File: src/sv/salru_pkg.sv
// Shared constants, width helpers and sequencer state type of the LRU tag lookup.
package salru_pkg;

    localparam int ADDR_FIELD_W  = 32;
    localparam int WAY_FIELD_W   = 2;
    localparam int CNT_W         = 48;
    localparam int M_TDATA_W     = 104;

    localparam int WAYS_DEF        = 4;
    localparam int OFFSET_BITS_DEF = 4;
    localparam int INDEX_BITS_DEF  = 6;
    localparam int ADDR_BITS_DEF   = 32;

    localparam int QUEUE_DEPTH = 4;

    typedef enum logic [0:0] {
        BK_IDLE,
        BK_LOOK
    } back_state_t;

    function automatic int set_width(int index_bits);
        return (index_bits > 0) ? index_bits : 1;
    endfunction

    function automatic int tag_width(int addr_bits, int offset_bits, int index_bits);
        int t;
        t = addr_bits - offset_bits - index_bits;
        return (t > 0) ? t : 1;
    endfunction

    function automatic int way_width(int ways);
        return (ways > 1) ? $clog2(ways) : 1;
    endfunction

endpackage

File: src/sv/salru_front.sv
// Input side: address split into set and tag, held in a short request queue.
module salru_front import salru_pkg::*; #(
    parameter int ADDR_BITS   = ADDR_BITS_DEF,
    parameter int OFFSET_BITS = OFFSET_BITS_DEF,
    parameter int INDEX_BITS  = INDEX_BITS_DEF
) (
    input  logic                                            aclk,
    input  logic                                            aresetn,
    input  logic                                            s_tvalid,
    output logic                                            s_tready,
    input  logic [ADDR_FIELD_W-1:0]                         s_tdata,
    output logic                                            q_valid,
    input  logic                                            q_ready,
    output logic [set_width(INDEX_BITS)-1:0]                q_set,
    output logic [tag_width(ADDR_BITS, OFFSET_BITS, INDEX_BITS)-1:0] q_tag
);

    localparam int SET_W    = set_width(INDEX_BITS);
    localparam int TAG_W    = tag_width(ADDR_BITS, OFFSET_BITS, INDEX_BITS);
    localparam int TAG_BITS = ADDR_BITS - OFFSET_BITS - INDEX_BITS;
    localparam int NUM_SETS = 1 << INDEX_BITS;
    localparam int PTR_W    = (QUEUE_DEPTH > 1) ? $clog2(QUEUE_DEPTH) : 1;
    localparam int CNT_QW   = $clog2(QUEUE_DEPTH + 1);

    logic [ADDR_BITS-1:0] addr;
    logic [SET_W-1:0]     in_set;
    logic [TAG_W-1:0]     in_tag;

    logic [SET_W-1:0] set_q_reg [QUEUE_DEPTH];
    logic [TAG_W-1:0] tag_q_reg [QUEUE_DEPTH];

    logic [PTR_W-1:0]  wr_ptr_reg, wr_ptr_next;
    logic [PTR_W-1:0]  rd_ptr_reg, rd_ptr_next;
    logic [CNT_QW-1:0] count_reg, count_next;
    logic              push, pop;

    assign addr   = s_tdata[ADDR_BITS-1:0];
    assign in_set = SET_W'(addr >> OFFSET_BITS) & SET_W'(NUM_SETS - 1);
    assign in_tag = (TAG_BITS > 0) ? TAG_W'(addr >> (OFFSET_BITS + INDEX_BITS)) : '0;

    assign s_tready = (count_reg != CNT_QW'(QUEUE_DEPTH));
    assign q_valid  = (count_reg != '0);
    assign q_set    = set_q_reg[rd_ptr_reg];
    assign q_tag    = tag_q_reg[rd_ptr_reg];

    assign push = s_tvalid && s_tready;
    assign pop  = q_valid && q_ready;

    always_comb begin
        wr_ptr_next = wr_ptr_reg;
        rd_ptr_next = rd_ptr_reg;
        count_next  = count_reg;
        if (push) begin
            wr_ptr_next = (wr_ptr_reg == PTR_W'(QUEUE_DEPTH - 1)) ? '0 : wr_ptr_reg + PTR_W'(1);
        end
        if (pop) begin
            rd_ptr_next = (rd_ptr_reg == PTR_W'(QUEUE_DEPTH - 1)) ? '0 : rd_ptr_reg + PTR_W'(1);
        end
        if (push && !pop) begin
            count_next = count_reg + CNT_QW'(1);
        end else if (pop && !push) begin
            count_next = count_reg - CNT_QW'(1);
        end
    end

    always_ff @(posedge aclk) begin
        if (!aresetn) begin
            wr_ptr_reg <= '0;
            rd_ptr_reg <= '0;
            count_reg  <= '0;
        end else begin
            wr_ptr_reg <= wr_ptr_next;
            rd_ptr_reg <= rd_ptr_next;
            count_reg  <= count_next;
        end
    end

    always_ff @(posedge aclk) begin
        if (push) begin
            set_q_reg[wr_ptr_reg] <= in_set;
            tag_q_reg[wr_ptr_reg] <= in_tag;
        end
    end

endmodule

File: config.mk
export PLATFORM = sky130hd
export DESIGN_NAME = salru_front
export DESIGN_NICKNAME = d
export VERILOG_FILES = /design/src/sv/salru_pkg.sv /design/src/sv/salru_front.sv
export SDC_FILE = /design/constraint.sdc
export NUM_CORES = 1
export LEC_CHECK = 0
export BUFFER_PORTS_ARGS = -buffer_cell sky130_fd_sc_hd__buf_2
export CAP_MARGIN = 15
export CORE_MARGIN = 2
export CORE_UTILIZATION = 60
export DETAILED_ROUTE_END_ITERATION = 7
export GPL_TIMING_DRIVEN = 0
export PLACE_DENSITY = 0.83
export SYNTH_ARGS = -nofsm -noshare
export SYNTH_HDL_FRONTEND = slang
export SYNTH_SLANG_ARGS = --single-unit
File: constraint.sdc
create_clock -name aclk -period 4.4 [get_ports aclk]
set_input_delay 0.66 -clock aclk [delete_from_list [all_inputs] [get_ports aclk]]
set_output_delay 0.66 -clock aclk [all_outputs]
set_load 0.05 [all_outputs]
==> flow_summary.toml <==
[run_status]
status = "completed"

[setup_path]
rr_worst_depth = 7
cp_num_cells = 4
cp_common_cell = "buf_2"
cp.arrival_ns = 2.30
path_max_fanout = 10
cp_slowest_stage_delay_ns = 0.47
crit_family = "buffers and inverters"
endpoint = "q_tag[17]"
regToRegStartpoint = "count_reg[0]"
endpoint_kind = "output port"
r2r_end = "count_reg[2]"
ff2ff_setup_slack_ns = 1.98
crit_buf_inv = 3
required_ns = 3.74
path_cells = "clkbuf_1, buf_2, mux4_2, buf_2"
startpoint_type = "flip-flop"
critPathSlowestCell = "clkbuf_1"
criticalPathCategory = "flip-flop to output port"

[floorplanning]
initial_utilization = 0.620
die_h_um = 90.8
die_x_um = 90.8
design.core.area_mm2 = 0.00729
num_rows = 31
die_area_mm2 = 0.00825
io_pins = 66

[cells_and_area]
drive_gt1_frac = 0.455
fill_cells = 420
final_core_util = 0.760
largest_reg_flops = 88
diodes = 0
areaGrowthSynthToFinish_pct = 22.5
stdcell_count = 389
layout.nets = 320

[worst_hold_path]
hp-class = "input port to flip-flop"

[routing]
drc = 0
wl_per_cell_um = 22.6
wirelength_um = 8790
viasPerCell = 5.61
first_pass_iters = 4
final_antenna_net_count = 0
vias = 2182
drt_iter0_drc = 138

[synthesis]
synth.ff_latch_count = 121
syn_avg_cell_area_um2 = 23.0
yosys.cell_types.count = 27
yosysSeqAreaShare = 0.784
yosys_warnings = 0
synth_cells = 197
syn-cell-area_mm2 = 0.00452
synth_fp_nets = 240

[grt]
grtUsageTotal = 0.238
grt_pass1_wl_um = 13600
grt_max_degree = 29
grt_pass1_vias = 2380
grt_overflow = 0
antenna_found_initial = 0

[timing]
tns_ns = 0
period_minus_slack_ns = 2.96
rsz0062_at_grt = "false"
tightestPinTransition_ns = 0.769
drv_slew = 0
clock_skew_ns = 0.00824
hold_viol = 0
setup_violations = 0
fmax_mhz = 338
period_share = 0.672
slew_headroom = 0.487
hold_ws_ns = 0.366

[place]
numPlacedInstances = 357
gp_congestion = 0.699
io_buffer_count = 61
dp_hpwl_um = 4730

[job]
maxCapViolCount = 0

[clock_network]
cts_buffers = 17
cts_root_buffer = "clkbuf_8"
path_clk_slew_ns = 0.06
cts_resized = 0
ctsHoldBuffers = 0
cts_setup_buffers = 0
cts-htree-levels = 4
insertion_delay_ns = 0.51
cts_buffer_depth = 2
clkSinkCount = 121
cts_tree = "built"

[power]
irDropWorstVdd_mv = 0.419
cellLeakagePower_nw = 1.95
cellPowerDensity_mw_per_mm2 = 700
## cell usage after synthesis (all sizes together)
cell	instances	area (um2)
a21boi	1	7.51
and2	2	15.0
and3	4	30.0
buf	6	43.8
clkbuf	2	7.51
dfxtp	9	180
edfxtp	112	3360
fa	1	20.0
ha	6	75.1
inv	3	11.3
mux2i	2	20.0
mux4	28	631
nand2	5	18.8
nand3	2	10.0
nand4	1	6.26
nor2	2	7.51
nor2b	1	6.26
o21ai	4	20.0
o31ai	1	7.51
or3	2	15.0
or3b	1	8.76
xnor2	1	8.76
xor2	1	8.76
## worst min-delay path by stage
stage,to,startpoint,cells past startpoint
floorplan,wr_ptr_reg[1],wr_ptr_reg[1],2
global placement,wr_ptr_reg[1],wr_ptr_reg[1],2
detailed placement,count_reg[2],count_reg[2],2
CTS,tag_q_reg[3][3],s_tdata[13],1
global route,tag_q_reg[3][3],s_tdata[13],1
finish,tag_q_reg[3][16],s_tdata[26],1
## cells by family (layout without fill, tap and decap cells)
family / count (synthesis) / after routing / synth area share
AO/OA/AOI/OAI: 6 / 6 / 0.00775
XOR/XNOR: 2 / 2 / 0.00387
adder cells (fa/ha/maj): 7 / 7 / 0.0210
buffers and inverters: 11 / 104 / 0.0138
flip-flops: 121 / 121 / 0.784
multiplexers: 30 / 30 / 0.144
AND/OR/NAND/NOR: 20 / 20 / 0.0260
## where the power goes
| group | switching (mW) | internal (mW) | total [mW] |
|---|---|---|---|
| Sequential | 0.0551 | 1.40 | 1.46 |
| Clock | 0.497 | 0.862 | 1.36 |
| Combinational | 0.725 | 0.339 | 1.06 |
## cells in the final DEF, fill, tap and decap left out
cell type	netlist	final
inv_6	0	2
fa_1	1	1
clkbuf_1	2	2
clkinv_1	0	2
mux2i_1	2	2
nor2_1	2	2
edfxtp_1	112	112
and3_2	4	4
buf_4	3	3
and2_4	1	1
xnor2_1	1	1
ha_1	6	6
o31ai_1	1	1
a21boi_1	1	1
or3_2	2	2
o21ai_1	1	1
clkbuf_8	0	1
nor2b_1	1	1
mux4_2	28	28
clkinv_2	0	2
buf_2	2	63
or3b_1	1	1
bufinv_16	0	3
buf_6	1	1
dfxtp_1	9	9
inv_1	3	3
clkinv_4	0	4
nand2_1	5	5
clkbuf_16	0	16
nand3_1	2	2
clkinvlp_4	0	2
nand4_1	1	1
xor2_1	1	1
and2_1	1	1
o21ai_0	3	3
## metal layers
| layer | track usage | share of wire | vias up |
|---|---|---|---|
| li1 | - | - | 985 |
| met1 | 0.290 | 0.40 | 1124 |
| met2 | 0.404 | 0.54 | 68 |
| met3 | 0.0851 | 0.052 | 5 |
| met4 | 0.0758 | 0.0069 | 0 |
| met5 | 0 | 0 | - |
## layout make-up
type	instances	area [um2]	share of cell area
clock buffer	17	414	0.0748
multi-input combinational	65	916	0.165
buffer	8	51.3	0.00926
tap	99	124	0.0224
timing repair buffer	61	305	0.0551
clock inverter	15	175	0.0316
sequential	121	3540	0.640
inverter	3	11.3	0.00203
## through the flow
stage | worst slack [ns] | total power, mW | cell area, um2
finish | 1.44 | 3.88 | 5540
global route | 1.32 | 4.04 | 5540
CTS | 1.38 | 3.92 | 5540
detailed placement | 1.99 | 2.54 | 4950
global placement | 2.02 | 2.51 | 4950
floorplan | 2.21 | 2.30 | 4520
Power figures use the tool's default switching activity.
